### src/rtl/core/dsap_pkg.sv
// dsap_pkg: shared types and constants of the drop shadow alpha pixel block
// no dependencies; used by every file in rtl/core
package dsap_pkg;

    localparam int PX_W    = 12;
    localparam int ALPHA_W = 8;
    localparam int SIZE_W  = 12;
    localparam int BYTE_W  = 8;

    localparam int CW   = PX_W + 1;
    localparam int SQ_W = 2 * CW + 1;

    localparam int ADDR_W   = 5;
    localparam int DATA_W   = 32;
    localparam int REG_IX_W = 3;

    localparam logic [REG_IX_W-1:0] REG_POPUP_WIDTH  = 3'd0;
    localparam logic [REG_IX_W-1:0] REG_POPUP_HEIGHT = 3'd1;
    localparam logic [REG_IX_W-1:0] REG_MARGIN       = 3'd2;
    localparam logic [REG_IX_W-1:0] REG_OFFSET_X     = 3'd3;
    localparam logic [REG_IX_W-1:0] REG_OFFSET_Y     = 3'd4;
    localparam logic [REG_IX_W-1:0] REG_RADIUS       = 3'd5;
    localparam logic [REG_IX_W-1:0] REG_MAX_ALPHA    = 3'd6;

    localparam logic [SIZE_W-1:0] RST_POPUP_WIDTH  = 12'd1;
    localparam logic [SIZE_W-1:0] RST_POPUP_HEIGHT = 12'd1;
    localparam logic [BYTE_W-1:0] RST_MARGIN       = 8'd12;
    localparam logic [BYTE_W-1:0] RST_OFFSET_X     = 8'd2;
    localparam logic [BYTE_W-1:0] RST_OFFSET_Y     = 8'd4;
    localparam logic [BYTE_W-1:0] RST_RADIUS       = 8'd14;
    localparam logic [BYTE_W-1:0] RST_MAX_ALPHA    = 8'd58;

    typedef struct packed {
        logic [SIZE_W-1:0] popup_width;
        logic [SIZE_W-1:0] popup_height;
        logic [BYTE_W-1:0] margin;
        logic [BYTE_W-1:0] offset_x;
        logic [BYTE_W-1:0] offset_y;
        logic [BYTE_W-1:0] radius;
        logic [BYTE_W-1:0] max_alpha;
    } cfg_t;

    typedef struct packed {
        logic vld;
        logic zero;
    } ctl_t;

endpackage

### src/rtl/core/dsap_falloff.sv
// dsap_falloff: radius test and numerator max_alpha*(R-d)^2, plus divisor R^2
// depends on dsap_pkg
module dsap_falloff #(
    parameter int FRAC_BITS = 8,
    parameter int NB        = 22
)
(
    input  logic                           clk,
    input  logic                           rst_n,
    input  logic                           en,
    input  dsap_pkg::ctl_t                 ctl_in,
    input  logic [NB-1:0]                  d,
    input  logic [dsap_pkg::BYTE_W-1:0]    radius,
    input  logic [dsap_pkg::BYTE_W-1:0]    max_alpha,
    output dsap_pkg::ctl_t                 ctl_out,
    output logic [2*(dsap_pkg::BYTE_W+FRAC_BITS)+dsap_pkg::ALPHA_W-1:0] num,
    output logic [2*(dsap_pkg::BYTE_W+FRAC_BITS)-1:0]                   den
);

    localparam int DW = dsap_pkg::BYTE_W + FRAC_BITS;
    localparam int NW = 2 * DW + dsap_pkg::ALPHA_W;

    logic                 vld1_reg, vld2_reg, vld3_reg;
    logic                 zero1_reg, zero2_reg, zero3_reg;
    logic [DW-1:0]        diff_reg;
    logic [2*DW-1:0]      dsq_reg;
    logic [NW-1:0]        num_reg;
    logic [2*DW-1:0]      den_reg;
    logic [NB-1:0]        r_full;
    logic                 over;

    always_comb
    begin
        r_full = NB'(DW'(radius) << FRAC_BITS);
        over   = d > r_full;
    end

    always_ff @(posedge clk or negedge rst_n)
    begin
        if (!rst_n)
        begin
            vld1_reg <= 1'b0;
            vld2_reg <= 1'b0;
            vld3_reg <= 1'b0;
        end
        else if (en)
        begin
            vld1_reg <= ctl_in.vld;
            vld2_reg <= vld1_reg;
            vld3_reg <= vld2_reg;
        end
    end

    always_ff @(posedge clk)
    begin
        den_reg <= ((2*DW)'(radius) * (2*DW)'(radius)) << (2 * FRAC_BITS);
        if (en)
        begin
            zero1_reg <= ctl_in.zero || over;
            diff_reg  <= DW'(r_full - d);
            zero2_reg <= zero1_reg;
            dsq_reg   <= diff_reg * diff_reg;
            zero3_reg <= zero2_reg;
            num_reg   <= NW'(dsq_reg) * NW'(max_alpha);
        end
    end

    assign ctl_out = '{vld: vld3_reg, zero: zero3_reg};
    assign num     = num_reg;
    assign den     = den_reg;

endmodule

### config.mk
export PLATFORM = sky130hd
export DESIGN_NAME = dsap_falloff
export DESIGN_NICKNAME = d
export VERILOG_FILES = /design/src/rtl/core/dsap_pkg.sv /design/src/rtl/core/dsap_falloff.sv
export SDC_FILE = /design/constraint.sdc
export NUM_CORES = 1
export LEC_CHECK = 0
export ABC_AREA = 1
export BUFFER_PORTS_ARGS = -buffer_cell sky130_fd_sc_hd__buf_4
export CAP_MARGIN = 30
export CORE_ASPECT_RATIO = 1.1
export CORE_MARGIN = 1.5
export CORE_UTILIZATION = 70
export CTS_CLUSTER_SIZE = 20
export DETAILED_ROUTE_END_ITERATION = 7
export GPL_TIMING_DRIVEN = 1
export PLACE_DENSITY_LB_ADDON = 0.12
export SLEW_MARGIN = 40
export SYNTH_ARGS = -nofsm -noshare
export SYNTH_HDL_FRONTEND = slang
export SYNTH_SLANG_ARGS = --single-unit
### constraint.sdc
create_clock -name clk -period 8.4 [get_ports clk]
set_clock_uncertainty 0.15 [all_clocks]
set_input_delay 1.68 -clock clk [delete_from_list [all_inputs] [get_ports clk]]
set_output_delay 1.68 -clock clk [all_outputs]
set_load 0.01 [all_outputs]
# Word-level counts from Yosys, hierarchy flattened
# Cells that the tools add are included.
dict set report totals {
  regBits 110
  in_bits 43
  output_inout_bits 74
  wordCells 16
}
dict set report classes {
  add_sub_neg 1
  multipliers 3
  magnitude_cmp 1
  reduce_logical 1
}
# cell n
set op_table {}
lappend op_table {{$mul 32x8->40} 1}
lappend op_table {{$mul 16x16->32} 1}
lappend op_table {{$gt 22x16->1} 1}
lappend op_table {{$mul 8x8->16} 1}
lappend op_table {{$sub 16x16->16} 1}
lappend op_table {{$logic_or 1x1->1} 1}

# Longest topological paths before layout
dict set report depth {
  depth_word 2
  mapped_depth 27
  mapped_depth_nobuf 25
}

# Least setup slack after synthesis
# Ideal clock, no wire load.
dict set report synth_timing {
  kind {reg2reg}
  from {register diff_reg[8]}
  to {register dsq_reg[31], data pin}
  setup_ns 0.252
  arrival_time_ns 5.291
  t_required_ns 7.998
  slack_ns 2.706
  stages_incl_launch_ff 24
  path_buffers 2
  period_less_slack_ns 5.694
  path_cell_list {edfxtp_1 clkbuf_1 clkbuf_1 nand2_1 fa_1 inv_1 fa_1 inv_1 fa_1 inv_1 fa_1 fa_1 inv_1 fa_1 inv_1 ha_1 a21oi_1 o21ai_0 a21oi_1 nand2_1 nand2_1 nand2_1 nand2_1 nand2_1}
}
dict set report synth_via {
  elab_chain_len 1
}
# element line
set synth_lines {}
lappend synth_lines {{start, declared} dsap_falloff.sv:25} ;# logic [DW-1:0] diff_reg;
lappend synth_lines {{start signal, assigned} dsap_falloff.sv:60} ;# diff_reg <= DW'(r_full - d);
lappend synth_lines {{$mul 16x16->32} dsap_falloff.sv:62} ;# dsq_reg <= diff_reg * diff_reg;
lappend synth_lines {{end signal, assigned} dsap_falloff.sv:62}
lappend synth_lines {{end, declared} dsap_falloff.sv:26} ;# logic [2*DW-1:0] dsq_reg;
# Every way passes these cells.
# A chain may end at the register's enable or synchronous reset.

# Worst setup path after layout
dict set report layout_timing {
  from {register diff_reg[2]}
  to {register dsq_reg[28], data pin}
}
# The elaborated chain is that of the path after synthesis.

==> run metrics <==
die height=190 µm; pre-CTS setup slack=2320 ps; H-tree lvl count=3; total track usage=31.3%; largest family of logic cells by synthesized area=adder cells; global route overflow=0; leading area contributor after synthesis=fa_1; share of layout cells above drive strength 1=5.21%; synth unique cells=38; Synth Instances=2875; Post-CTS Setup Bufs=0; min Tclk post-route=6070 ps; insertion delay to the later sink of the worst-skew pair=380 ps; status=finished clean; clk sink count=108; vias in the first global route=18400; synthesized flop and latch total=108; synth warn=0; first-pass GRT wire length=82.8 mm; Compound-Gate Fraction of Synth Area=4.00%; max_slew headroom=48.0%; Layout Area Growth over Synthesis=5.22%; drt drc=0; HPWL Detailed=41.1 mm; number of synthesized flops with an enable pin=90; Crit-path slowest cell=edfxtp_1; CTS tree=done; Crit Path Class=reg -> reg; Final Util=74.6%; placed instance area=23000 µm²; max_cap viols=0; antenna viol nets, final=0; Worst Tran Pin Value=780 ps; initial antenna violation count=0; post-cts hold buffer count=0; worst-path cell chain=nand2_1, inv_1, fa_1, inv_1, fa_1, inv_1, fa_1, inv_1, fa_1, inv_1, fa_1, inv_1, fa_1, inv_1, ha_1, nand2_1, o21ai_0, inv_1, nand2_2, nand2_1, nand4_1, nand2_1; fraction of registers with async set/reset=2.78%; max-slew violation count=0; clk slew on worst S/H paths=80 ps; Reg2Reg Setup Slack=2330 ps; CTS Buf Count=9; type of the most critical hold path=reg -> reg; Final Cell Area=23300 µm²; Synth top area share=32.6%; die span in x=173 µm; achievable frequency=0.165 GHz; CP arrival=6060 ps; initial core utilization=70.9%; ANT cells=0; period utilization=72.2%; drt via density=5.24; Setup Total Neg Slack=0 ps; startpoint class of the critical path=register; crit-path max FO=17; Synth area leaders=fa_1, inv_1, nand2_1; post-synthesis simple-gate area fraction=18.1%; xor/xnor cell area share of the yosys netlist=2.97%; final hold violation count=0; row cnt=68; register area share after synthesis=13.9%; Largest register FFs=40; Post-CTS Resized=0; total vias in the final route=17400; mux cell area share after synthesis=0.0509%; Root Driver=clkbuf_16; largest net degree at the start of global routing=75; Mean Syn Cell Area=7.70 µm²; GPL Wtd Cong=0.943; top-count cell post-synth=inv_1; Avg WL per Cell=14.7 µm; Worst path max stage delay=710 ps; drt total wl=48.9 mm; Nets=3505; Max Buffers Root-to-Sink=2; predominant post-synthesis flop cell=edfxtp_1; Port Buffers=99; core area=31200 µm²; length of the first detailed-routing pass in iterations=5; drt initial violations=979; RSZ-0062 raised after global routing=false; most used cell, CP=inv_1; fin worst setup slack=2330 ps; # setup viols final=0; Synth Cell Area=22100 µm²; adder-cell share of the synthesized area=44.3%; top post-synthesis cells by count=inv_1, nand2_1, fa_1, ha_1, nor2_1; CP Data Required Time=8390 ps; num ports=117; die area=32700 µm²; CP Capture Type=register
-- cells in the final DEF (no fill, tap or decap), drive strengths merged --
| cell | Yosys | final |
|---|---|---|
| inv | 850 | 853 |
| nand2 | 771 | 771 |
| fa | 361 | 361 |
| ha | 207 | 207 |
| nor2 | 112 | 112 |
| buf | 21 | 101 |
| a21oi | 91 | 91 |
| edfxtp | 90 | 90 |
| nand3 | 61 | 61 |
| xor2 | 56 | 56 |
| o21ai | 47 | 47 |
| nor3 | 24 | 24 |
| conb | 1 | 21 |
| xnor2 | 19 | 19 |
| nand4 | 18 | 18 |
| dfxtp | 15 | 15 |
| clkbuf | 92 | 12 |
| o21bai | 8 | 8 |
| a31oi | 4 | 4 |
| a21o | 4 | 4 |
| or2 | 3 | 3 |
| nor4 | 3 | 3 |
| o2111ai | 3 | 3 |
| o211ai | 3 | 3 |
| dfrtp | 3 | 3 |
| nand3b | 2 | 2 |
| and2 | 1 | 1 |
| a211oi | 1 | 1 |
| o31ai | 1 | 1 |
| a31o | 1 | 1 |
| o21a | 1 | 1 |
| mux2 | 1 | 1 |
| clkinv | 0 | 1 |
-- metal layers --
layer,routed length (µm),up-vias,part of all wire (%),GRT usage [%]
met5,0,-,0,0
met4,1410,0,2.9,11.6
met3,3160,115,6.5,3.74
met2,25700,649,53,59.6
met1,18700,8294,38,36.0
li1,-,8333,-,-
-- path summary, 6_finish.rpt --
kind / startpoint / to / cells after the start
setup / recovery: diff_reg[2]$_DFFE_PP_ / dsq_reg[28]$_DFFE_PP_ / 22
hold / removal: zero1_reg$_DFFE_PP_ / zero2_reg$_DFFE_PP_ / 0
setup reg to reg: diff_reg[2]$_DFFE_PP_ / dsq_reg[28]$_DFFE_PP_ / 22
hold reg to reg: zero1_reg$_DFFE_PP_ / zero2_reg$_DFFE_PP_ / 0
max in group asynchronous: rst_n / vld2_reg$_DFFE_PN0P_ / 1
min in group asynchronous: rst_n / vld3_reg$_DFFE_PN0P_ / 1
-- cell type report --
| cell class | instances | area, µm² |
|---|---|---|
| clock buffers | 12 | 260 |
| repair buffers | 101 | 762 |
| inverters | 850 | 3190 |
| clock inverters | 4 | 28.8 |
| well taps | 420 | 526 |
| multi-input cells | 1824 | 15500 |
| flip-flops and latches | 108 | 3080 |
| fillers | 2414 | 7920 |
-- stage by stage --
step	cells	hold WS, ps
after floorplan	2895	250
after global placement	3303	251
after detailed placement	3303	257
after CTS	3319	275
after global routing	3319	280
final	3319	274
-- critical path, delay by kind of cell (launching register included) --
family	cells	cell delay, ps
and+or+nand+nor	6	770
AOI/OAI and AO/OA	1	280
buffers and inverters	8	510
adders and majority gates	7	3380
DFF	1	710
-- cells by family (layout without fill, tap and decap cells) --
group,after synthesis,count (layout)
xor gates and xnor gates,75,75
adders and majority gates,568,568
AOI/OAI and AO/OA,164,164
DFF,108,108
other,1,21
buffers and inverters,963,967
muxes,1,1
and+or+nand+nor,995,995
Power is left out: the tool's default activity adds up to more than one toggle a clock period on the data nets, which glitch-free logic cannot reach.
