<file path="src/rtl/core/dsap_pkg.sv">
// dsap_pkg: shared types and constants of the drop shadow alpha pixel block
// no dependencies; used by every file in rtl/core
package dsap_pkg;

    localparam int PX_W    = 12;
    localparam int ALPHA_W = 8;
    localparam int SIZE_W  = 12;
    localparam int BYTE_W  = 8;

    localparam int CW   = PX_W + 1;
    localparam int SQ_W = 2 * CW + 1;

    localparam int ADDR_W   = 5;
    localparam int DATA_W   = 32;
    localparam int REG_IX_W = 3;

    localparam logic [REG_IX_W-1:0] REG_POPUP_WIDTH  = 3'd0;
    localparam logic [REG_IX_W-1:0] REG_POPUP_HEIGHT = 3'd1;
    localparam logic [REG_IX_W-1:0] REG_MARGIN       = 3'd2;
    localparam logic [REG_IX_W-1:0] REG_OFFSET_X     = 3'd3;
    localparam logic [REG_IX_W-1:0] REG_OFFSET_Y     = 3'd4;
    localparam logic [REG_IX_W-1:0] REG_RADIUS       = 3'd5;
    localparam logic [REG_IX_W-1:0] REG_MAX_ALPHA    = 3'd6;

    localparam logic [SIZE_W-1:0] RST_POPUP_WIDTH  = 12'd1;
    localparam logic [SIZE_W-1:0] RST_POPUP_HEIGHT = 12'd1;
    localparam logic [BYTE_W-1:0] RST_MARGIN       = 8'd12;
    localparam logic [BYTE_W-1:0] RST_OFFSET_X     = 8'd2;
    localparam logic [BYTE_W-1:0] RST_OFFSET_Y     = 8'd4;
    localparam logic [BYTE_W-1:0] RST_RADIUS       = 8'd14;
    localparam logic [BYTE_W-1:0] RST_MAX_ALPHA    = 8'd58;

    typedef struct packed {
        logic [SIZE_W-1:0] popup_width;
        logic [SIZE_W-1:0] popup_height;
        logic [BYTE_W-1:0] margin;
        logic [BYTE_W-1:0] offset_x;
        logic [BYTE_W-1:0] offset_y;
        logic [BYTE_W-1:0] radius;
        logic [BYTE_W-1:0] max_alpha;
    } cfg_t;

    typedef struct packed {
        logic vld;
        logic zero;
    } ctl_t;

endpackage

</file>
<file path="src/rtl/core/dsap_sqrt_cell.sv">
// dsap_sqrt_cell: one result bit of the digit by digit square root
// depends on dsap_pkg
module dsap_sqrt_cell #(
    parameter int NB = 22
)
(
    input  logic                 clk,
    input  logic                 rst_n,
    input  logic                 en,
    input  dsap_pkg::ctl_t       ctl_in,
    input  logic [2*NB-1:0]      rad_in,
    input  logic [NB+1:0]        rem_in,
    input  logic [NB-1:0]        root_in,
    output dsap_pkg::ctl_t       ctl_out,
    output logic [2*NB-1:0]      rad_out,
    output logic [NB+1:0]        rem_out,
    output logic [NB-1:0]        root_out
);

    logic              vld_reg, zero_reg;
    logic [2*NB-1:0]   rad_reg;
    logic [NB+1:0]     rem_reg;
    logic [NB-1:0]     root_reg;
    logic [NB+3:0]     cur;
    logic [NB+3:0]     trial;
    logic              ge;
    logic [NB+1:0]     rem_next;
    logic [NB-1:0]     root_next;

    always_comb
    begin
        cur       = {rem_in, rad_in[2*NB-1 -: 2]};
        trial     = (NB+4)'({root_in, 2'b01});
        ge        = cur >= trial;
        rem_next  = ge ? (NB+2)'(cur - trial) : cur[NB+1:0];
        root_next = {root_in[NB-2:0], ge};
    end

    always_ff @(posedge clk or negedge rst_n)
    begin
        if (!rst_n)
        begin
            vld_reg <= 1'b0;
        end
        else if (en)
        begin
            vld_reg <= ctl_in.vld;
        end
    end

    always_ff @(posedge clk)
    begin
        if (en)
        begin
            zero_reg <= ctl_in.zero;
            rad_reg  <= {rad_in[2*NB-3:0], 2'b00};
            rem_reg  <= rem_next;
            root_reg <= root_next;
        end
    end

    assign ctl_out  = '{vld: vld_reg, zero: zero_reg};
    assign rad_out  = rad_reg;
    assign rem_out  = rem_reg;
    assign root_out = root_reg;

endmodule

</file>
<file path="config.mk">
export PLATFORM = sky130hd
export DESIGN_NAME = dsap_sqrt_cell
export DESIGN_NICKNAME = d
export VERILOG_FILES = /design/src/rtl/core/dsap_pkg.sv /design/src/rtl/core/dsap_sqrt_cell.sv
export SDC_FILE = /design/constraint.sdc
export NUM_CORES = 1
export LEC_CHECK = 0
export BUFFER_PORTS_ARGS = -buffer_cell sky130_fd_sc_hd__buf_2
export CAP_MARGIN = 20
export CORE_AREA = 8 8 113 115
export DETAILED_ROUTE_END_ITERATION = 7
export DIE_AREA = 0 0 121 123
export PLACE_DENSITY = 0.73
export SLEW_MARGIN = 20
export SYNTH_ARGS = -nofsm -noshare
export SYNTH_HDL_FRONTEND = slang
export SYNTH_SLANG_ARGS = --single-unit
</file>
<file path="constraint.sdc">
create_clock -name clk -period 0.8 [get_ports clk]
set_input_delay 0.04 -clock clk [delete_from_list [all_inputs] [get_ports clk]]
set_output_delay 0.04 -clock clk [all_outputs]
set_load 0.005 [all_outputs]
</file>
# Word level (Yosys, flattened, before mapping)
# Cells that the tools add are included.
[word_totals] regBits=90 output_inout_bits=92 wordCells=8
[op_classes] n_addsub=1 n_lt_le_gt_ge=1 mux=1
[op_table] cell="$ge A26 B24 Y1" n=1
[op_table] cell="$mux W24" n=1
[op_table] cell="$sub A24 B24 Y24" n=1

# Logic depth before layout (Yosys ltp)
[logic_depth] ltp_word=2 mapped_depth=10 mapped_depth_nobuf=9

# Worst setup path before layout
# No wires, ideal clock.
[synth_timing] path_type="input-to-reg" start="input port root_in[5]" end="register rem_reg[10] (netlist: rem_out[10]) (data pin)" setup_ps=260 arrival_ps=2321 required_time_ps=540 setup_slack_ps=-1781 cell_stages=10 path_buffers=1 cell_sequence="inv_1 > ha_1 > a211oi_2 > nor2_1 > or4b_4 > a21oi_4 > o21bai_4 > a41oi_4 > buf_12 > mux2_4"
[synth_between] elab_chain_len=2 elab_cells_between_ends=3 classes_between="1 x add/sub; 1 x order compare; 1 x mux"
[synth_rtl] element="start: declaration" line_no="dsap_sqrt_cell.sv:13" text="input logic [NB-1:0] root_in,"
[synth_rtl] element="$sub A24 B24 Y24 / $ge A26 B24 Y1 (equally long branches)" line_no="dsap_sqrt_cell.sv:35, dsap_sqrt_cell.sv:34"
[synth_rtl] element="$mux W24 (*)" line_no="dsap_sqrt_cell.sv:35" text="rem_next = ge ? (NB+2)'(cur - trial) : cur[NB+1:0];"
[synth_rtl] element="named net rem_next[10]" line_no="dsap_sqrt_cell.sv:27" text="logic [NB+1:0] rem_next;"
[synth_rtl] element="end signal: assignment" line_no="dsap_sqrt_cell.sv:57" text="rem_reg <= rem_next;"
[synth_rtl] element="end: declaration" line_no="dsap_sqrt_cell.sv:22" text="logic [NB+1:0] rem_reg;"
# The timed path passes the listed nets; every way through them passes the cells marked *.
# A chain may end at the register's enable or synchronous reset.

# Final worst setup path
[layout_timing] start="input port rad_in[43]" end="register rem_reg[19] (netlist: rem_out[19]) (data pin)"
[layout_between] elab_chain_len=2 elab_cells_between_ends=3 classes_between="1 x add/sub; 1 x order compare; 1 x mux"
[layout_rtl] element="start: declaration" line_no="dsap_sqrt_cell.sv:11" text="input logic [2*NB-1:0] rad_in,"
[layout_rtl] element="$sub A24 B24 Y24 / $ge A26 B24 Y1 (equally long branches)" line_no="dsap_sqrt_cell.sv:35, dsap_sqrt_cell.sv:34"
[layout_rtl] element="$mux W24 (*)" line_no="dsap_sqrt_cell.sv:35"
[layout_rtl] element="named net rem_next[19]" line_no="dsap_sqrt_cell.sv:27"
# Marked as above.

==> impl_metrics.py <==
metrics = {
    "status": {
        "outcome": "finished, violations left",
        "violations": "negative setup slack",
    },
    "cts": {
        "clock_sinks": 90,
        "ctsHtreeMaxLevel": 3,
        "cts_tree": "built",
        "path_clk_slew_ns": 0.07,
        "clk_path_buf_depth": 2,
        "insertion_delay_ns": 0.34,
        "numCtsBuffers": 9,
        "cts-root-buf": "clkbuf_16",
    },
    "timing": {
        "fin_crit_ns": 2.20,
        "worst_slew_pin_slew_ns": 0.681,
        "fin_worst_skew_ns": 0,
        "grt_setup_unrepaired": "yes",
        "slew_headroom": 0.541,
        "slew_viol_final": 0,
        "fin_crit_sh": 2.75,
        "setup_ws_ns": -1.40,
        "hold_violations": 0,
        "finalSetupViolCount": 116,
        "fmax_mhz": 455,
        "whs_ns": 0.0166,
    },
    "synth": {
        "synth_edf_count": 89,
        "ys_ff_latch": 90,
        "yosys.cell_types.count": 49,
        "avgSynthCellArea_sq_um": 13.5,
        "synthArstFlopShare": 0.0111,
        "yosys_warnings": 0,
        "synthFlopType": "edfxtp_1",
        "netlist_area_sq_um": 4520,
        "netlist_instances": 334,
        "yosysSeqAreaShare": 0.596,
    },
    "placement": {
        "port-buffer-count": 184,
        "preCtsSetupSlack_ns": -1.78,
        "place_congestion": 0.864,
        "dpl-instance-area_sq_um": 6300,
        "place_hpwl_microns": 10700,
    },
    "route": {
        "firstDrtPassIters": 4,
        "drt_iter0_markers": 222,
        "via_count": 4013,
        "drcViolationCount": 0,
        "wl_microns": 14400,
        "wl_per_cell_microns": 17.3,
        "final_antenna_net_count": 0,
        "vias_per_cell": 4.82,
    },
    "die": {
        "core_sq_um": 11100,
        "num_rows": 39,
        "fp.dieH_microns": 123,
        "pin_count": 187,
        "start_util": 0.408,
        "die-area_sq_um": 14900,
        "fp.dieW_microns": 121,
    },
    "critical_path": {
        "path_depth": 12,
        "start_kind": "input port",
        "critPathSlowestCell": "or4b_4",
        "crit_buf_inv": 4,
        "slowest_delay_ns": 0.55,
        "crit_family": "simple AND/OR/NAND/NOR gates",
        "reg2regPathDepth": 2,
        "path_max_fanout": 5,
        "path_cells": "buf_2 > inv_1 > ha_4 > nand2b_1 > a21oi_1 > or4b_4 > a21oi_4 > o21bai_4 > a41oi_4 > buf_6 > buf_12 > mux2_4",
        "endpoint_kind": "flip-flop",
        "critPathKind": "input port to flip-flop",
        "cp.arrival_ns": 2.28,
        "critPathRequiredTime_ns": 0.88,
    },
    "final_layout": {
        "final_cell_mix": "181 x buf_2, 89 x buf_4, 89 x edfxtp_1",
        "n_fill_cell": 775,
        "fin_nets": 803,
        "fin_util": 0.674,
        "drive_gt1_frac": 0.504,
        "post-route-cell-area_sq_um": 7470,
        "num_antenna_cells": 0,
        "layout_commonest_cell": "buf_2",
        "largest_reg_flops": 42,
        "area_delta_synth_final_pct": 65.1,
    },
    "global_route": {
        "grt_pass1_vias": 4420,
        "grt_pass1_wl_microns": 22700,
        "grt_max_degree": 32,
        "grt-ovfl-total": 0,
        "groute.usage.overall": 0.194,
        "antenna_found_initial": 2,
    },
    "pwr": {
        "p_sw_frac": 0.261,
        "power.leakage_nw": 3.36,
        "power_switching_w": 0.00354,
        "comb_power_share": 0.273,
        "power.internal_w": 0.0100,
        "p_clk_frac": 0.292,
        "vdd.ir_drop.worst_uv": 1090,
        "seq_power_share": 0.435,
        "powerDensity_nw_per_um2": 1820,
    },
    "worst_hold_path": {
        "worstHoldPathType": "input port to async pin",
    },
    "flow_run": {
        "cap_violations": 0,
    },
}
[final cells by class]
cell class | instances | area, sq um | share of cell area
Multi-Input combinational cell | 209 | 1790 | 0.239
Sequential cell | 90 | 2700 | 0.361
Tap cell | 143 | 179 | 0.0240
Clock inverter | 6 | 48.8 | 0.00653
Timing Repair Buffer | 348 | 2420 | 0.324
Inverter | 26 | 110 | 0.0147
Clock buffer | 10 | 229 | 0.0307
[metrics by stage]
step	TNS [ns]	instances	total power [W]
2_1_floorplan	-39.07	335	0.00754
3_3_place_gp	-42.87	736	0.00914
3_5_place_dp	-43.88	736	0.00922
4_1_cts	-42.15	833	0.0137
5_1_grt	-45.62	832	0.0142
6_report	-40.84	832	0.0136
[power by group through the flow]
stage | Clock [W] | Combinational (W) | Sequential [W]
after floorplan | 0 | 0.00148 | 0.00606
after global placement | 0 | 0.00316 | 0.00598
after detailed placement | 0 | 0.00322 | 0.00600
after CTS | 0.00406 | 0.00371 | 0.00590
after global routing | 0.00422 | 0.00403 | 0.00594
final | 0.00397 | 0.00371 | 0.00590
[Yosys cell counts, drive strengths merged (4+ instances only)]
cell	n	share of area
a21oi	22	0.027
clkbuf	4	0.0033
mux2	23	0.071
ha	24	0.066
nand2	21	0.017
buf	6	0.015
a21o	5	0.0083
xnor2	15	0.029
o21ai	13	0.014
xor2	6	0.012
inv	26	0.022
nor2	18	0.015
o211ai	5	0.0083
nand3	6	0.0066
edfxtp	89	0.59
a211oi	4	0.0077
nor3	6	0.0066
[per-layer routing]
metal / up-vias / global-route usage / share of wire
met4: 4 / 0.0656 / 0.022
met1: 1881 / 0.212 / 0.39
met2: 155 / 0.346 / 0.50
li1: 1947 / - / -
met5: - / 0 / 0.0019
met3: 26 / 0.0680 / 0.087
[final timing paths]
check	slack (ns)	endpoint	startpoint
setup / recovery	-1.40	rem_out[19]	rad_in[43]
hold reg to reg	0.65	vld_reg	vld_reg
hold / removal	0.02	vld_reg	rst_n
min in group clk	0.02	rem_out[11]	rem_in[9]
max in group asynchronous	0.69	vld_reg	rst_n
setup reg to reg	-0.10	vld_reg	vld_reg
[cells by family (layout without fill, tap and decap cells)]
kind of cell | after synthesis | count (layout) | share of synthesized area
AOI/OAI and AO/OA | 68 | 68 | 0.107
muxes | 24 | 24 | 0.0736
buffers and inverters | 36 | 390 | 0.0404
adders and majority gates | 24 | 24 | 0.0664
xor gates and xnor gates | 21 | 21 | 0.0407
other | 1 | 2 | 0.000829
DFF | 90 | 90 | 0.596
and+or+nand+nor | 70 | 70 | 0.0750
[timing repair]
| action | CTS | global route |
|---|---|---|
| endpoints found under the hold margin | 66 | 0 |
| endpoints found under the setup margin | 115 | 116 |
| hold buffers | 66 | 0 |
| resized for setup | 27 | 10 |
| pin swaps | 8 | 8 |
| gates cloned | 2 | 0 |
| buffers inserted | 13 | 1 |
(Power assumes the default switching activity.)
