<file path="src/rtl/core/dsap_pkg.sv">
// dsap_pkg: shared types and constants of the drop shadow alpha pixel block
// no dependencies; used by every file in rtl/core
package dsap_pkg;

    localparam int PX_W    = 12;
    localparam int ALPHA_W = 8;
    localparam int SIZE_W  = 12;
    localparam int BYTE_W  = 8;

    localparam int CW   = PX_W + 1;
    localparam int SQ_W = 2 * CW + 1;

    localparam int ADDR_W   = 5;
    localparam int DATA_W   = 32;
    localparam int REG_IX_W = 3;

    localparam logic [REG_IX_W-1:0] REG_POPUP_WIDTH  = 3'd0;
    localparam logic [REG_IX_W-1:0] REG_POPUP_HEIGHT = 3'd1;
    localparam logic [REG_IX_W-1:0] REG_MARGIN       = 3'd2;
    localparam logic [REG_IX_W-1:0] REG_OFFSET_X     = 3'd3;
    localparam logic [REG_IX_W-1:0] REG_OFFSET_Y     = 3'd4;
    localparam logic [REG_IX_W-1:0] REG_RADIUS       = 3'd5;
    localparam logic [REG_IX_W-1:0] REG_MAX_ALPHA    = 3'd6;

    localparam logic [SIZE_W-1:0] RST_POPUP_WIDTH  = 12'd1;
    localparam logic [SIZE_W-1:0] RST_POPUP_HEIGHT = 12'd1;
    localparam logic [BYTE_W-1:0] RST_MARGIN       = 8'd12;
    localparam logic [BYTE_W-1:0] RST_OFFSET_X     = 8'd2;
    localparam logic [BYTE_W-1:0] RST_OFFSET_Y     = 8'd4;
    localparam logic [BYTE_W-1:0] RST_RADIUS       = 8'd14;
    localparam logic [BYTE_W-1:0] RST_MAX_ALPHA    = 8'd58;

    typedef struct packed {
        logic [SIZE_W-1:0] popup_width;
        logic [SIZE_W-1:0] popup_height;
        logic [BYTE_W-1:0] margin;
        logic [BYTE_W-1:0] offset_x;
        logic [BYTE_W-1:0] offset_y;
        logic [BYTE_W-1:0] radius;
        logic [BYTE_W-1:0] max_alpha;
    } cfg_t;

    typedef struct packed {
        logic vld;
        logic zero;
    } ctl_t;

endpackage

</file>
<file path="src/rtl/core/dsap_front.sv">
// dsap_front: popup hit test and squared distance to the caster, three stages
// depends on dsap_pkg
module dsap_front #(
    parameter int MAX_COORD = 4096
)
(
    input  logic                        clk,
    input  logic                        rst_n,
    input  logic                        en,
    input  logic                        in_vld,
    input  logic [dsap_pkg::PX_W-1:0]   px,
    input  logic [dsap_pkg::PX_W-1:0]   py,
    input  dsap_pkg::cfg_t              cfg,
    output dsap_pkg::ctl_t              ctl_out,
    output logic [dsap_pkg::SQ_W-1:0]   sq
);

    localparam int CW = dsap_pkg::CW;
    localparam int SW = CW + 1;

    function automatic logic [CW-1:0] out_dist(
        input logic [dsap_pkg::PX_W-1:0]   p,
        input logic [dsap_pkg::BYTE_W-1:0] m,
        input logic [dsap_pkg::BYTE_W-1:0] off,
        input logic [dsap_pkg::SIZE_W-1:0] len
    );
        logic signed [SW-1:0] cl;
        logic signed [SW-1:0] a;
        logic signed [SW-1:0] b;
        logic signed [SW-1:0] mx;
        cl = $signed(SW'(m)) + $signed(SW'(off));
        a  = cl - $signed(SW'(p));
        b  = $signed(SW'(p)) + $signed(SW'(1)) - cl - $signed(SW'(len));
        mx = (a > b) ? a : b;
        out_dist = (mx < 0) ? '0 : mx[CW-1:0];
    endfunction

    logic                 vld1_reg, vld2_reg, vld3_reg;
    logic                 zero1_reg, zero2_reg, zero3_reg;
    logic [CW-1:0]        dx_reg, dy_reg;
    logic [2*CW-1:0]      dx2_reg, dy2_reg;
    logic [dsap_pkg::SQ_W-1:0] sq_reg;
    logic                 in_body;
    logic                 zero_next;

    always_comb
    begin
        in_body = (CW'(px) >= CW'(cfg.margin))
               && (CW'(px) < CW'(cfg.margin) + CW'(cfg.popup_width))
               && (CW'(py) >= CW'(cfg.margin))
               && (CW'(py) < CW'(cfg.margin) + CW'(cfg.popup_height));
        zero_next = (32'(px) >= MAX_COORD) || (32'(py) >= MAX_COORD) || in_body
                 || (cfg.radius == '0);
    end

    always_ff @(posedge clk or negedge rst_n)
    begin
        if (!rst_n)
        begin
            vld1_reg <= 1'b0;
            vld2_reg <= 1'b0;
            vld3_reg <= 1'b0;
        end
        else if (en)
        begin
            vld1_reg <= in_vld;
            vld2_reg <= vld1_reg;
            vld3_reg <= vld2_reg;
        end
    end

    always_ff @(posedge clk)
    begin
        if (en)
        begin
            zero1_reg <= zero_next;
            dx_reg    <= out_dist(px, cfg.margin, cfg.offset_x, cfg.popup_width);
            dy_reg    <= out_dist(py, cfg.margin, cfg.offset_y, cfg.popup_height);
            zero2_reg <= zero1_reg;
            dx2_reg   <= dx_reg * dx_reg;
            dy2_reg   <= dy_reg * dy_reg;
            zero3_reg <= zero2_reg;
            sq_reg    <= dsap_pkg::SQ_W'(dx2_reg) + dsap_pkg::SQ_W'(dy2_reg);
        end
    end

    assign ctl_out = '{vld: vld3_reg, zero: zero3_reg};
    assign sq      = sq_reg;

endmodule

</file>
<file path="config.mk">
export PLATFORM = sky130hd
export DESIGN_NAME = dsap_front
export DESIGN_NICKNAME = d
export VERILOG_FILES = /design/src/rtl/core/dsap_pkg.sv /design/src/rtl/core/dsap_front.sv
export SDC_FILE = /design/constraint.sdc
export NUM_CORES = 1
export LEC_CHECK = 0
export ABC_AREA = 0
export BUFFER_PORTS_ARGS = -buffer_cell sky130_fd_sc_hd__buf_4
export CORE_MARGIN = 3
export CORE_UTILIZATION = 25
export CTS_CLUSTER_DIAMETER = 60
export CTS_CLUSTER_SIZE = 24
export DETAILED_ROUTE_END_ITERATION = 10
export MAX_ROUTING_LAYER = met4
export PLACE_DENSITY = 0.37
export SYNTH_ARGS = -nofsm -noshare
export SYNTH_HDL_FRONTEND = slang
export SYNTH_SLANG_ARGS = --single-unit
</file>
<file path="constraint.sdc">
create_clock -name clk -period 6.5 [get_ports clk]
set_clock_uncertainty 0.05 [all_clocks]
set_input_delay 0.325 -clock clk [delete_from_list [all_inputs] [get_ports clk]]
set_output_delay 0.325 -clock clk [all_outputs]
set_load 0.1 [all_outputs]
</file>
=== Word-level counts from Yosys, hierarchy flattened ===
Cells that the tools add are included.

* Div/mod/pow operators: 0
* Multiplexer cells: 2
* Reductions and logical operators: 5
* $lt $le $gt $ge: 8
* Shift operators: 0
* Add/sub/neg operators: 13
* Bitwise operators: 0
* Eq/ne operators: 0
* Multipliers: 2

{| class="wikitable"
|+ Operators by type and width
! operator !! count
|-
| 13-bit by 13-bit multiplier with 26-bit output || 2
|-
| 13-bit by 14-bit greater-than comparator with 1-bit output || 2
|-
| 14-bit by 1-bit less-than comparator with 1-bit output (second input constant) || 2
|-
| 14-bit two-way mux || 2
|-
| 13-bit by 9-bit subtractor with 14-bit output || 2
|-
| 14-bit by 13-bit subtractor with 14-bit output || 2
|-
| 26-bit by 26-bit adder with 27-bit output || 1
|-
| 12-bit by 1-bit adder with 13-bit output (second input constant) || 2
|-
| 8-bit by 12-bit adder with 13-bit output || 2
|-
| 12-bit by 13-bit less-than comparator with 1-bit output || 2
|-
| 9-bit by 12-bit subtractor with 13-bit output || 2
|-
| 12-bit by 8-bit >= comparator with 1-bit output || 2
|-
| 8-bit by 8-bit adder with 9-bit output || 2
|-
| 8-bit zero test || 1
|-
| 1-bit logical AND || 3
|-
| 1-bit logical OR || 1
|}

* Latch bits: 0
* Flip-flop bits (word level): 111
* Bits in writable memories: 0
* Memories: 0
* Memory bits (read-only): 0
* Word-level logic and storage cells: 41

=== Longest topological paths before layout ===
* Word-level depth: 6
* Gate-level depth with buffers: 27
* Gate-level depth less buffers: 26

=== Worst setup path before layout ===
No wires, ideal clock.

* Kind: input-to-reg
* Start: input port cfg[24] in the netlist's numbering
* End: register dx_reg[8], data pin
* Slack: 1.132 ns
* Cell stages on the path: 25
* Data required time: 6.175 ns
* Arrival time: 5.042 ns
* Cells stage by stage: ha_1 -> fa_1 -> a21o_1 -> a21oi_1 -> o21bai_1 -> a21oi_1 -> o21bai_1 -> a21o_1 -> inv_1 -> fa_1 -> ha_1 -> ha_1 -> nand3_1 -> o41ai_1 -> a21oi_1 -> xor2_1 -> ha_1 -> and4_1 -> nand3_1 -> a21oi_1 -> o21ai_1 -> a21o_1 -> nand2_1 -> clkbuf_1 -> o32ai_1

* Cells in the longest elaborated chain, start to end: 6
* Elaborated cells on any way between the ends: 7
* Those cells by class: 4 x add/sub; 2 x order compare; 1 x mux

{| class="wikitable"
|+ Ends and longest elaborated chain
! item !! RTL line !! RTL
|-
| from (decl) || dsap_front.sv:13 || <nowiki>input dsap_pkg::cfg_t cfg,</nowiki>
|-
| 8-bit by 8-bit adder with 9-bit output (*) || dsap_front.sv:31 || <nowiki>cl = $signed(SW'(m)) + $signed(SW'(off));</nowiki>
|-
| 13-bit by 9-bit subtractor with 14-bit output || dsap_front.sv:33 || <nowiki>b = $signed(SW'(p)) + $signed(SW'(1)) - cl - $signed(SW'(len));</nowiki>
|-
| 14-bit by 13-bit subtractor with 14-bit output || dsap_front.sv:33 ||
|-
| 13-bit by 14-bit greater-than comparator with 1-bit output || dsap_front.sv:34 || <nowiki>mx = (a > b) ? a : b;</nowiki>
|-
| 14-bit two-way mux (*) || dsap_front.sv:34 ||
|-
| 14-bit by 1-bit less-than comparator with 1-bit output || dsap_front.sv:35 || <nowiki>out_dist = (mx < 0) ? '0 : mx[CW-1:0];</nowiki>
|-
| to (signal assigned) || dsap_front.sv:77 || <nowiki>dx_reg <= out_dist(px, cfg.margin, cfg.offset_x, cfg.popup_width);</nowiki>
|-
| to (decl) || dsap_front.sv:40 || <nowiki>logic [CW-1:0] dx_reg, dy_reg;</nowiki>
|}

Every way passes the cells marked *; elsewhere a longest branch is shown, timed or not.
A chain may end at the register's enable or synchronous reset.

=== Worst setup path in the final report ===
* Start: register dy_reg[3]
* End: register dy2_reg[25], data pin

* Cells in the longest elaborated chain, start to end: 1

{| class="wikitable"
|+ Ends and longest elaborated chain
! item !! RTL line !! RTL
|-
| from (decl) || dsap_front.sv:40 ||
|-
| from (signal assigned) || dsap_front.sv:78 || <nowiki>dy_reg <= out_dist(py, cfg.margin, cfg.offset_y, cfg.popup_height);</nowiki>
|-
| 13-bit by 13-bit multiplier with 26-bit output || dsap_front.sv:81 || <nowiki>dy2_reg <= dy_reg * dy_reg;</nowiki>
|-
| to (signal assigned) || dsap_front.sv:81 ||
|-
| to (decl) || dsap_front.sv:41 || <nowiki>logic [2*CW-1:0] dx2_reg, dy2_reg;</nowiki>
|}

Every way passes these cells.

==> summary.md <==
Counting flops and latches in the post-synthesis netlist gives 109. Fraction of registers with async set or reset after synthesis: 0.0275. The run gives 0 as the initial antenna violation count. The final setup TNS is 0 ps.

The die boundary height came out at 285 um. The first global-routing pass estimated 79500 um of wire. Count of flip-flops with a built-in enable after synthesis: 106. The count of buffers added on input and output ports is 112. The cell area after synthesis was 19400 sq um.

The tools report the relative slew slack as 0.428. Endpoint class of the critical path: a register. The type of the worst setup path was register to register. The final routed DRC violation total came out at 0.

The maximum fanout encountered on the critical timing path is 14, and the vias after detailed routing is 14000. The routed wire length per instance is 15.1 um. For this block, the initial DRC count from the detailed router was 509. The net count after synthesis is 2678, and the final clock period utilization by the worst path is 0.919. Data on the critical path arrives at its endpoint at 6040 ps. The primary flip-flop cell chosen by synthesis mapping was edfxtp_1. Traced cell by cell, the critical path runs through nand2_1, fa_1, inv_1, fa_1, fa_1, inv_1, fa_1, fa_1, inv_1, ha_1, and2_1, a221o_1, o21bai_1, o2bb2ai_2, a31oi_1, a21oi_1, o211ai_1. The core region is 76500 sq um.

The measured slew at the worst slew-check pin is 851 ps, and the mean instance size in the synthesized netlist is 9.54 sq um. For the number of setup buffers added after CTS, the log shows 0. The clock passes through at most 2 buffers. The largest individual stage delay along the critical path comes from the cell edfxtp_1. Count of H-tree levels built during CTS: 3. Clock-pin slew was measured on the worst setup and hold paths at 80 ps.

The number of buffers and inverters on the critical path is 3. Counting the buffers created by CTS gives 9. The cell family with the largest share of critical-path delay was adder cells. The layout has 8174 filler cells. Setup repair after global routing left no endpoint under its margin. The clock drives 109 sinks.

The tools report the worst endpoint required time as 6570 ps. For this run, the slowest stage of the critical path takes 790 ps. Setup violations remaining at the end of the flow were counted as 0. The tools report the kind of start point of the critical path as a register.

The flip-flop count of the largest register, all copies and words added was 27. Detailed placement ended at an HPWL of 41400 um. The share of the synthesized area in the top cell type is 0.226. By area the synthesized netlist is led by fa_1, ha_1, edfxtp_1. The most prevalent standard cell on the critical path is fa_1. The number of placed instances, taps included, is 3152. In this run the worst hold path is classified as input port to register. Entering global routing, the biggest net connects 62 pins.

0 antenna diodes ended up in the layout. Of all cell types, the one taking the most synthesized area is fa_1. Excluding fillers, the count of instances in the completed layout stands at 3169. The number of different library cells in the post-synthesis netlist was 78. The effective utilization at floorplan is 0.254. The synthesized instance count was 2033; the number of hold violations in the final report was 0. In this run the count of I/O pins placed on the die edge is 121. The number of nets still failing antenna checks after routing came out at 0. For the die footprint, the log shows 81000 sq um. The count of final max-slew check failures is 0, and the overall routing resource usage is 0.125. For the finished layout, the period the worst path requires is 5970 ps. The insertion delay of the later-clocked pin in the worst-skew pair was 380 ps.

For this block, the routed nets add up to 47900 um of wire. TritonCTS built the clock tree. The floorplan step set the die width to 285 um.

For this run, the post-layout net count is 2779. The initialized floorplan defines 101 standard-cell rows. The first TritonRoute pass finished after 5 iterations.

Timing would allow up to 167 MHz. The Yosys step of the flow raised 0 warnings. The flow ran to the end, and the final reports show no timing, DRC or antenna violations.

The register area share after synthesis was 0.168; the area growth from synthesis to layout was 12.3%. The proportion of layout cells with a drive suffix above 1 works out to 0.0776. The post-cts resize count was 0. The root buffer cell was clkbuf_16. After detailed routing, the number of vias per cell comes to 4.42. The logs give 0.793 for the final weighted congestion of routability-driven global placement and 0 for the total global routing overflow. Across the run, the number of max-cap violations was 0. Via count of the first global-routing pass: 15300.
## worst paths after layout
| path | start | to | slack (ps) | cells past startpoint |
|---|---|---|---|---|
| max | dy_reg[3] | dy2_reg[25] | 530 | 17 |
| min | in_vld | vld1_reg | 140 | 2 |
| max reg2reg | dy_reg[3] | dy2_reg[25] | 530 | 17 |
| min reg2reg | zero2_reg | zero3_reg | 370 | 0 |
| max in group asynchronous | rst_n | vld2_reg | 6090 | 2 |
| min in group asynchronous | rst_n | vld3_reg | 220 | 2 |
## cell families (layout without fill, tap and decap cells)
group	count (synthesis)	in the layout	share of synthesized area
adder cells (fa/ha/maj)	553	553	0.441
flip-flops	109	109	0.168
XOR/XNOR	134	134	0.0605
AO/OA/AOI/OAI	376	376	0.132
AND/OR/NAND/NOR	439	439	0.114
multiplexers	6	6	0.00342
buffers and inverters	416	522	0.0813
## layer usage
| metal | up-vias | global-route usage | routed length, um |
|---|---|---|---|
| met1 | 6796 | 0.168 | 23800 |
| met5 | - | - | 0 |
| met4 | 0 | 0.0212 | 480 |
| met3 | 26 | 0.0152 | 1300 |
| met2 | 191 | 0.206 | 22300 |
| li1 | 7000 | - | - |
## cell usage in the layout, fill, tap and decap left out, types with 33 or more instances in the layout
cell type,count
buf_4,124
a21o_1,52
xor2_1,49
and2_1,96
nor2_1,96
xnor2_1,85
nand2_1,110
edfxtp_1,106
inv_1,381
o21ai_1,37
o21ai_0,33
ha_1,334
a21oi_1,106
fa_1,219
nor2b_1,33
## layout make-up
class	count	area [sq um]	area share
inverters	381	1430	0.0657
multi-input cells	1508	14600	0.669
clock buffers	10	229	0.0105
well taps	1030	1290	0.0592
clock inverters	6	71.3	0.00327
repair buffers	125	941	0.0432
flip-flops and latches	109	3260	0.150
## synth_stat cells, types with 19 or more instances
| cell type | instances |
|---|---|
| a21oi_1 | 106 |
| nand2_1 | 110 |
| nor2b_1 | 33 |
| clkbuf_1 | 32 |
| nor2_1 | 96 |
| inv_1 | 381 |
| a21o_1 | 52 |
| fa_1 | 219 |
| o21ai_1 | 37 |
| and2_1 | 96 |
| nor3_1 | 22 |
| xnor2_1 | 85 |
| xor2_1 | 49 |
| ha_1 | 334 |
| o21ai_0 | 33 |
| o21bai_1 | 19 |
| edfxtp_1 | 106 |
## metrics by stage
stage	area [sq um]	setup WS [ps]	util	hold WS [ps]
after floorplan	19400	1130	-	-20.6
after global placement	21500	431	0.281	63.3
after detailed placement	21500	359	0.281	65.7
after CTS	21800	456	0.285	104
after global routing	21800	147	0.285	113
final	21800	526	0.285	136
## timing repair
item | in CTS | in global routing
hold buffers | 1 | 0
endpoints found under the setup margin | 0 | 0
endpoints found under the hold margin | 3 | 0
Power is left out: the tool's default activity adds up to more than one toggle a clock period on the data nets, which glitch-free logic cannot reach.
