--- config.mk ---
export PLATFORM = sky130hd
export DESIGN_NAME = dsap_cfg
export DESIGN_NICKNAME = d
export VERILOG_FILES = /design/src/rtl/core/dsap_pkg.sv /design/src/rtl/core/dsap_cfg.sv
export SDC_FILE = /design/constraint.sdc
export NUM_CORES = 1
export LEC_CHECK = 0
export BUFFER_PORTS_ARGS = -buffer_cell sky130_fd_sc_hd__buf_4
export CAP_MARGIN = 20
export CORE_MARGIN = 2
export CORE_UTILIZATION = 52
export CTS_CLUSTER_SIZE = 24
export DETAILED_ROUTE_END_ITERATION = 8
export PLACE_DENSITY = 0.86
export SYNTH_ARGS = -nofsm -noshare
export SYNTH_HDL_FRONTEND = slang
export SYNTH_SLANG_ARGS = --single-unit
export TNS_END_PERCENT = 10
--- constraint.sdc ---
create_clock -name clk -period 2.2 [get_ports clk]
set_input_delay 0.22 -clock clk [delete_from_list [all_inputs] [get_ports clk]]
set_output_delay 0.22 -clock clk [all_outputs]
set_load 0.01 [all_outputs]
--- src/rtl/core/dsap_pkg.sv ---
// dsap_pkg: shared types and constants of the drop shadow alpha pixel block
// no dependencies; used by every file in rtl/core
package dsap_pkg;

    localparam int PX_W    = 12;
    localparam int ALPHA_W = 8;
    localparam int SIZE_W  = 12;
    localparam int BYTE_W  = 8;

    localparam int CW   = PX_W + 1;
    localparam int SQ_W = 2 * CW + 1;

    localparam int ADDR_W   = 5;
    localparam int DATA_W   = 32;
    localparam int REG_IX_W = 3;

    localparam logic [REG_IX_W-1:0] REG_POPUP_WIDTH  = 3'd0;
    localparam logic [REG_IX_W-1:0] REG_POPUP_HEIGHT = 3'd1;
    localparam logic [REG_IX_W-1:0] REG_MARGIN       = 3'd2;
    localparam logic [REG_IX_W-1:0] REG_OFFSET_X     = 3'd3;
    localparam logic [REG_IX_W-1:0] REG_OFFSET_Y     = 3'd4;
    localparam logic [REG_IX_W-1:0] REG_RADIUS       = 3'd5;
    localparam logic [REG_IX_W-1:0] REG_MAX_ALPHA    = 3'd6;

    localparam logic [SIZE_W-1:0] RST_POPUP_WIDTH  = 12'd1;
    localparam logic [SIZE_W-1:0] RST_POPUP_HEIGHT = 12'd1;
    localparam logic [BYTE_W-1:0] RST_MARGIN       = 8'd12;
    localparam logic [BYTE_W-1:0] RST_OFFSET_X     = 8'd2;
    localparam logic [BYTE_W-1:0] RST_OFFSET_Y     = 8'd4;
    localparam logic [BYTE_W-1:0] RST_RADIUS       = 8'd14;
    localparam logic [BYTE_W-1:0] RST_MAX_ALPHA    = 8'd58;

    typedef struct packed {
        logic [SIZE_W-1:0] popup_width;
        logic [SIZE_W-1:0] popup_height;
        logic [BYTE_W-1:0] margin;
        logic [BYTE_W-1:0] offset_x;
        logic [BYTE_W-1:0] offset_y;
        logic [BYTE_W-1:0] radius;
        logic [BYTE_W-1:0] max_alpha;
    } cfg_t;

    typedef struct packed {
        logic vld;
        logic zero;
    } ctl_t;

endpackage

--- src/rtl/core/dsap_cfg.sv ---
// dsap_cfg: apb register file holding the popup geometry and falloff settings
// depends on dsap_pkg
module dsap_cfg
(
    input  logic                          clk,
    input  logic                          rst_n,
    input  logic                          psel,
    input  logic                          penable,
    input  logic                          pwrite,
    input  logic [dsap_pkg::ADDR_W-1:0]   paddr,
    input  logic [dsap_pkg::DATA_W-1:0]   pwdata,
    output logic [dsap_pkg::DATA_W-1:0]   prdata,
    output logic                          pready,
    output dsap_pkg::cfg_t                cfg
);

    dsap_pkg::cfg_t                   cfg_reg;
    logic                             wr;
    logic [dsap_pkg::REG_IX_W-1:0]    ix;

    assign pready = 1'b1;
    assign wr     = psel && penable && pwrite;
    assign ix     = paddr[dsap_pkg::ADDR_W-1:2];
    assign cfg    = cfg_reg;

    always_ff @(posedge clk or negedge rst_n)
    begin
        if (!rst_n)
        begin
            cfg_reg.popup_width  <= dsap_pkg::RST_POPUP_WIDTH;
            cfg_reg.popup_height <= dsap_pkg::RST_POPUP_HEIGHT;
            cfg_reg.margin       <= dsap_pkg::RST_MARGIN;
            cfg_reg.offset_x     <= dsap_pkg::RST_OFFSET_X;
            cfg_reg.offset_y     <= dsap_pkg::RST_OFFSET_Y;
            cfg_reg.radius       <= dsap_pkg::RST_RADIUS;
            cfg_reg.max_alpha    <= dsap_pkg::RST_MAX_ALPHA;
        end
        else if (wr)
        begin
            case (ix)
                dsap_pkg::REG_POPUP_WIDTH:
                    cfg_reg.popup_width <= pwdata[dsap_pkg::SIZE_W-1:0];
                dsap_pkg::REG_POPUP_HEIGHT:
                    cfg_reg.popup_height <= pwdata[dsap_pkg::SIZE_W-1:0];
                dsap_pkg::REG_MARGIN:    cfg_reg.margin    <= pwdata[dsap_pkg::BYTE_W-1:0];
                dsap_pkg::REG_OFFSET_X:  cfg_reg.offset_x  <= pwdata[dsap_pkg::BYTE_W-1:0];
                dsap_pkg::REG_OFFSET_Y:  cfg_reg.offset_y  <= pwdata[dsap_pkg::BYTE_W-1:0];
                dsap_pkg::REG_RADIUS:    cfg_reg.radius    <= pwdata[dsap_pkg::BYTE_W-1:0];
                dsap_pkg::REG_MAX_ALPHA: cfg_reg.max_alpha <= pwdata[dsap_pkg::BYTE_W-1:0];
                default: ;
            endcase
        end
    end

    always_comb
    begin
        case (ix)
            dsap_pkg::REG_POPUP_WIDTH:  prdata = dsap_pkg::DATA_W'(cfg_reg.popup_width);
            dsap_pkg::REG_POPUP_HEIGHT: prdata = dsap_pkg::DATA_W'(cfg_reg.popup_height);
            dsap_pkg::REG_MARGIN:       prdata = dsap_pkg::DATA_W'(cfg_reg.margin);
            dsap_pkg::REG_OFFSET_X:     prdata = dsap_pkg::DATA_W'(cfg_reg.offset_x);
            dsap_pkg::REG_OFFSET_Y:     prdata = dsap_pkg::DATA_W'(cfg_reg.offset_y);
            dsap_pkg::REG_RADIUS:       prdata = dsap_pkg::DATA_W'(cfg_reg.radius);
            dsap_pkg::REG_MAX_ALPHA:    prdata = dsap_pkg::DATA_W'(cfg_reg.max_alpha);
            default:                    prdata = '0;
        endcase
    end

endmodule

Word level (Yosys, flattened, before mapping). Cells that the tools add are included.

Equal/unequal tests: 6. Multiplexer cells: 1. Reductions and logical operators: 10.

Operator list (number): 12-bit case mux with 7 select lines (1); 2-bit AND reduction (7); 3-bit == test, second input constant (3); 3-bit by 2-bit == test with 1-bit output, second input constant (2); 3-bit by 1-bit == test with 1-bit output, second input constant (1); 3-bit zero test (1); 1-bit logical AND (2).

Word-level logic and storage cells: 24. Bits of input ports: 42. Flip-flop bits (word level): 64.

Depth between registers and ports, before layout. Gate-level depths: netlist (run 1).

Word-level depth: 3. Mapped depth: 6.

Worst setup path before layout (run 1). Ideal clock, no wire load.

Kind: input to register. Start: in paddr[3] in the netlist's numbering. End: reg cfg_reg, in the netlist cfg[41]. Data required time: 2.075 ns. Cell stages on the path: 6. Path buffers: 3. Arrival: 1.288 ns. Slack: 0.787 ns. Cell sequence: buf_2 or2_1 buf_6 nor2_4 buf_8 mux2_4.

Cells in the longest elaborated chain, start to end: 2.

RTL lines: from (decl) (RTL line dsap_cfg.sv:10) `input logic [dsap_pkg::ADDR_W-1:0] paddr,`; 3-bit by 1-bit == test with 1-bit output (RTL line dsap_cfg.sv:40) `case (ix)`; 2-bit AND reduction (no line); to (decl) (RTL line dsap_cfg.sv:17) `dsap_pkg::cfg_t cfg_reg;`.

Every way passes these cells. A chain may end at the register's enable or synchronous reset.

Worst setup path after layout (run 1).
Start: reg cfg_reg, in the netlist cfg[25]. End: out prdata[1] in the netlist's numbering.

Cells in the longest elaborated chain, start to end: 1.

RTL lines: 12-bit case mux with 7 select lines (RTL line dsap_cfg.sv:57) `case (ix)`; to (decl) (RTL line dsap_cfg.sv:12) `output logic [dsap_pkg::DATA_W-1:0] prdata,`.

Every way passes these cells.

==> results of run 1 <==
## per-layer routing
layer | GRT usage [%] | up-vias | share of wire, %
met5 | 0 | - | 0
met4 | 7.303 | 0 | 1.1
met3 | 7.753 | 9 | 7.2
met2 | 36.73 | 86 | 50
met1 | 28.01 | 1141 | 41
li1 | - | 1017 | -
## placed cells by master (no fill, tap or decap), types with 2 or more instances in the layout
cell	instances
a22o_1	4
a31oi_1	7
buf_4	97
clkbuf_8	12
clkinv_2	3
conb_1	21
dfrtp_1	51
dfstp_2	13
mux2_1	10
mux2_2	51
mux2_4	10
mux2i_1	20
nand2_1	9
nand2b_1	2
nor2_1	5
nor2_4	7
nor2b_1	3
o22ai_1	3
or2_2	7
## power by group
part           total [mW]  internal [mW]  switching, mW
clock network       0.915          0.495          0.420
logic                1.04          0.606          0.437
registers            1.63           1.44          0.188
## critical path, delay by kind of cell, from the launching register on
kind | cells | cell delay [ns]
buffers and inverters | 1 | 0.14
multiplexers | 1 | 0.06
AND/OR/NAND/NOR | 1 | 0.28
AO/OA/AOI/OAI | 1 | 0.17
flip-flops | 1 | 0.55
## per-stage QoR
step	power [mW]	std cells	setup slack [ns]
2_1_floorplan	2.168	261	0.7869
3_3_place_gp	2.667	403	0.3992
3_5_place_dp	2.703	403	0.3837
4_1_cts	3.625	420	0.4313
5_1_grt	3.782	420	0.3545
6_report	3.591	420	0.4467
## cell type report
| type | count | area [um^2] |
|---|---|---|
| well taps | 75 | 93.84 |
| clock buffers | 13 | 168.9 |
| clock inverters | 3 | 15.01 |
| multi-input cells | 166 | 1485 |
| flip-flops and latches | 64 | 1618 |
| repair buffers | 99 | 758.2 |
| fillers | 457 | 1852 |
## how the worst min path moves through the flow
stage                from      end  slack (ns)  cells after the start
6_report       pwdata[11]  cfg[63]        0.11                      2
4_1_cts        pwdata[11]  cfg[63]        0.10                      2
2_1_floorplan       rst_n   cfg[0]       -0.08                      0
5_1_grt        pwdata[11]  cfg[63]        0.10                      2
3_5_place_dp        rst_n  cfg[41]        0.35                      1
3_3_place_gp        rst_n  cfg[33]        0.35                      1
## kinds of logic (layout without fill, tap and decap cells)
family / after synthesis / after routing / share of synthesized area [%]
and+or+nand+nor: 38 / 38 / 7.772
muxes: 91 / 91 / 31.74
buffers and inverters: 31 / 115 / 7.235
other: 2 / 21 / 0.2298
AOI/OAI and AO/OA: 16 / 16 / 3.522
DFF: 64 / 64 / 49.50
==> metrics.txt, run 1 <==
final core occ=~70%; max_slew headroom=47.82%; NumNets Final=about 380; worst clock skew=0 ns; slowest cell on the critical path=dfstp_2; Pins Over Slew Limit=0; clk slew on worst S/H paths=0.06 ns; cells on worst reg2reg path=1; start of the worst register-to-register path=cfg[54]; via count of the routed design=around 2300; Worst EP arrival=1.53 ns; Setup crit end kind=output port; Largest register FFs=64; number of global-route vias before repair=between 2000 and 2500; Port Buffers=95; Least-Margin Pin Slew=0.7827 ns; share of layout cells above drive strength 1=58.55%; final instance area=between 4000 and 5000 um^2; # resized after CTS=0; Fmax=570.4 MHz; max-cap check violation count=0; cell taking the most area after synthesis=dfrtp_1; Syn Area/Cell=~14 um^2; die area=6935 um^2; pwr/cell area=867.7 nW/um^2; reg-to-reg slack, setup=between 1 and 1.5 ns; Post-synth EDFFs=0; n_diodes=0; Post CTS Setup Buffer Count=0; Worst EP required=1.98 ns; synthesized cell area=3268 um^2; DP Area=3945 um^2; Leak=2.017 nW; CTS tree=built; FFs w/ async S/R, synth=100.0%; clock tree sinks=64; kind of critical path=reg -> out; Syn Inst Count=around 240; area share of the largest cell type after synthesis=39.05%; outcome=finished clean; Worst-Skew Late Latency=0.34 ns; Setup violations, final=0; Synth Warn #=0; number of remaining DRC errors=0; post-route clock period utilization=79.70%; number of cell rows=28; area grow syn2layout=26.65%; Final Hold Viols=0; largest net degree at the start of global routing=65; die extent in x=about 83 um; Post-DRT Antenna Nets=0; I/O pin total=139; Synth top cells by count=dfrtp_1, mux2_2, buf_4; Main synth FF type=dfrtp_1; GRT Residual Overflow=0; worst r2r dst=cfg[54]; Vias/cell=5.364; Seq cells post-synth=64; Die H=83.28 um; minimum clock period=1.753 ns; initial antenna violation count=0; Hold Worst Slack=0.1086 ns; Max Root-Sink Buffers=2; DPL Wire Length=5133 um; Worst setup endpoint=prdata[1]; initial detailed-routing violation count=93; register area share after synthesis=49.50%; core area=5991 um^2; crit start category=flop; first-pass GRT wire length=12150 um; Synth cell types=28; cts bufs inserted=9; CP Max Fanout=3; drt pass-1 iters=4; Routed WL=7469 um; Synth area leaders=dfrtp_1, mux2_2, dfstp_2; critical path's largest stage delay=0.55 ns; cts hold-fix bufs=1; CP Cell Sequence=mux2i_1 > or2_2 > a31oi_1 > buf_4; gpl congestion=slightly above 0.8; H-Tree Depth=3; setup TNS=0 ns; Avg WL per Cell=17.78 um; Starting Density=54.55%; Worst Hold Class=in -> reg; RSZ-0062 raised after global routing=no; critical path startpoint=cfg[25]; maximum VDD drop=0.5886 mV; gr usage total=22.47%; root cell of the clock tree=clkbuf_8
Note: power is estimated with default switching activity, not from simulation.
==> run 2: changes to the inputs <==
Settings changed: CORE_UTILIZATION 52 to 43, PLACE_DENSITY 0.86 to 0.76.
Clock period 2.2 ns to 1.6 ns, I/O delays scaled along.
==> metrics.txt, run 2 (synthesis gave the netlist of run 1 again) <==
gpl congestion=0.8150 (was 0.8090); Die H=91.18 um (was 83.28 um); drt pass-1 iters=4 (unchanged); RSZ-0062 raised after global routing=yes (was no); via count of the routed design=2291 (was 2253); GR Util met2=33.70% (was 36.73%); CP Max Fanout=2 (was 3); gr usage total=19.81% (was 22.47%); NumNets Final=402 (was 382); kind of critical path=reg -> out (unchanged); share of layout cells above drive strength 1=62.19% (was 58.55%); Port Buffers=95 (unchanged); minimum clock period=approximately 1.6 ns; Post-DRT Antenna Nets=0 (unchanged); failing checks=setup timing; largest net degree at the start of global routing=41 (was 65); core area=7292 um^2 (was 5991 um^2); Vias/cell=4.938 (was 5.364); Worst EP required=1.44 ns (was 1.98 ns); Max Root-Sink Buffers=2 (unchanged); CP Cell Sequence=mux2i_1 > a22o_1 > a31oi_4 > buf_6 (was mux2i_1 > or2_2 > a31oi_1 > buf_4); Storage cell area=1618 um^2 (unchanged); initial antenna violation count=0 (unchanged); # fillers=589 (was 457); final setup margin=-0.03511 ns (was 0.4467 ns); number of global-route vias before repair=2330 (was 2361); Leak=2.153 nW (was 2.017 nW); maximum VDD drop=0.6374 mV (was 0.5886 mV); GRT met3 Usage=4.813% (was 7.753%); Largest register FFs=64 (unchanged); slowest cell on the critical path=dfstp_2 (unchanged); I/O pin total=139 (unchanged); Worst-Skew Late Latency=0.34 ns (about the same); Starting Density=44.82% (was 54.55%); Pins Over Slew Limit=0 (unchanged); Worst EP arrival=1.48 ns (was 1.53 ns); die area=8314 um^2 (was 6935 um^2); H-Tree Depth=3 (unchanged); setup TNS=-0.1307 ns (was 0 ns); crit start category=flop (unchanged); area grow syn2layout=35.99% (was 26.65%); Setup violations, final=5 (was 0); n_diodes=0 (unchanged); number of cell rows=31 (was 28); footprint of the multi-input gates=1563 um^2 (was 1485 um^2); outcome=complete, but fails checks (was finished clean); most common cell after layout, fill and taps aside=buf_4 (unchanged); number of remaining DRC errors=0 (unchanged); clk slew on worst S/H paths=0.07 ns (was 0.06 ns); grt met1 use=24.69% (was 28.01%); pre-CTS setup slack=0.06130 ns (was 0.3837 ns); first-pass GRT wire length=12480 um (was 12150 um); CTS tree=built (unchanged); Power Total=5.223 mW (was 3.591 mW); pwr/cell area=1175 nW/um^2 (was 867.7 nW/um^2); DPL Wire Length=5546 um (was 5133 um); post-route clock period utilization=102.2%; critical path's largest stage delay=0.53 ns (was 0.55 ns); clock tree sinks=64 (unchanged); worst clock skew=0 ns (unchanged); root cell of the clock tree=clkbuf_8 (unchanged); max-cap check violation count=0 (unchanged); Final Hold Viols=0 (unchanged); cts bufs inserted=9 (unchanged); most frequent cells in the layout=buf_4, dfrtp_1, mux2_2 (was buf_4, mux2_2, dfrtp_1); Setup crit end kind=output port (unchanged); Avg WL per Cell=17.02 um (was 17.78 um); Routed WL=7895 um (was 7469 um); initial detailed-routing violation count=94 (was 93); die extent in x=91.18 um (was 83.28 um); Worst Hold Class=in -> reg (unchanged); GRT Residual Overflow=0 (unchanged); most used routing layer=met2 (unchanged); Fmax=611.6 MHz
-- run 2: cell count changes in the layout (fill, tap and decap cells not counted), sizes merged --
cell | before | now
clkinv | 3 | 2
buf | 98 | 118
bufinv | 0 | 1
-- run 2: per-stage QoR --
| stage | hold slack [ns] | instance area [um^2] | utilization (%) | std cells |
|---|---|---|---|---|
| finish | 0.03880 | 4444 | 60.95 | 464 |
| global route | 0.02987 | 4444 | 60.95 | 464 |
| CTS | 0.02980 | 4397 | 60.30 | 462 |
| detailed placement | 0.09066 | 4098 | 56.19 | 440 |
| global placement | 0.09057 | 4098 | 56.19 | 440 |
| floorplan | -0.1356 | 3339 | - | 261 |
-- run 2: power by group --
group	switching, mW	total, mW	internal (mW)
combinational	0.645	1.57	0.930
clock	0.604	1.41	0.801
sequential	0.259	2.24	1.98
-- run 2: final cells by class --
cell class / count / share of cell area [%]
Clock buffer: 13 / 3.575
Timing Repair Buffer: 119 / 21.17
Clock inverter: 3 / 0.9009
Multi-Input combinational cell: 166 / 35.16
Sequential cell: 64 / 36.40
Tap cell: 99 / 2.787
-- run 2: routing by layer --
layer / wire, um / vias to the layer above / part of all wire, %
met2: 3988 / 88 / 51
met4: 108 / 0 / 1.4
met1: 3364 / 1132 / 43
met5: 0 / - / 0
met3: 432 / 12 / 5.5
li1: - / 1059 / -
-- run 2: worst max-delay path, delay by kind of cell, from the launching register on --
kind                   cells  cell delay (ns)
flip-flops                 1             0.53
AO/OA/AOI/OAI              2             0.40
buffers and inverters      1             0.12
multiplexers               1             0.07
-- run 2: timing repair --
action,in CTS,in global routing
pin swaps,5,5
gates cloned,0,0
resized for setup,10,5
buffers inserted,5,2
hold buffers,1,0
setup endpoints to repair,7,8
hold endpoints to repair,19,0
-- run 2: path summary, 6_finish.rpt --
| kind | start | end | slack, ns | depth (start not counted) |
|---|---|---|---|---|
| setup / recovery | cfg[1] | prdata[1] | -0.04 | 4 |
| hold / removal | pwdata[9] | cfg[61] | 0.04 | 2 |
| setup reg to reg | cfg[57] | cfg[57] | 0.76 | 1 |
| hold reg to reg | cfg[62] | cfg[62] | 0.51 | 1 |
| max in group asynchronous | rst_n | cfg[11] | 0.75 | 3 |
| min in group asynchronous | rst_n | cfg[61] | 0.26 | 2 |
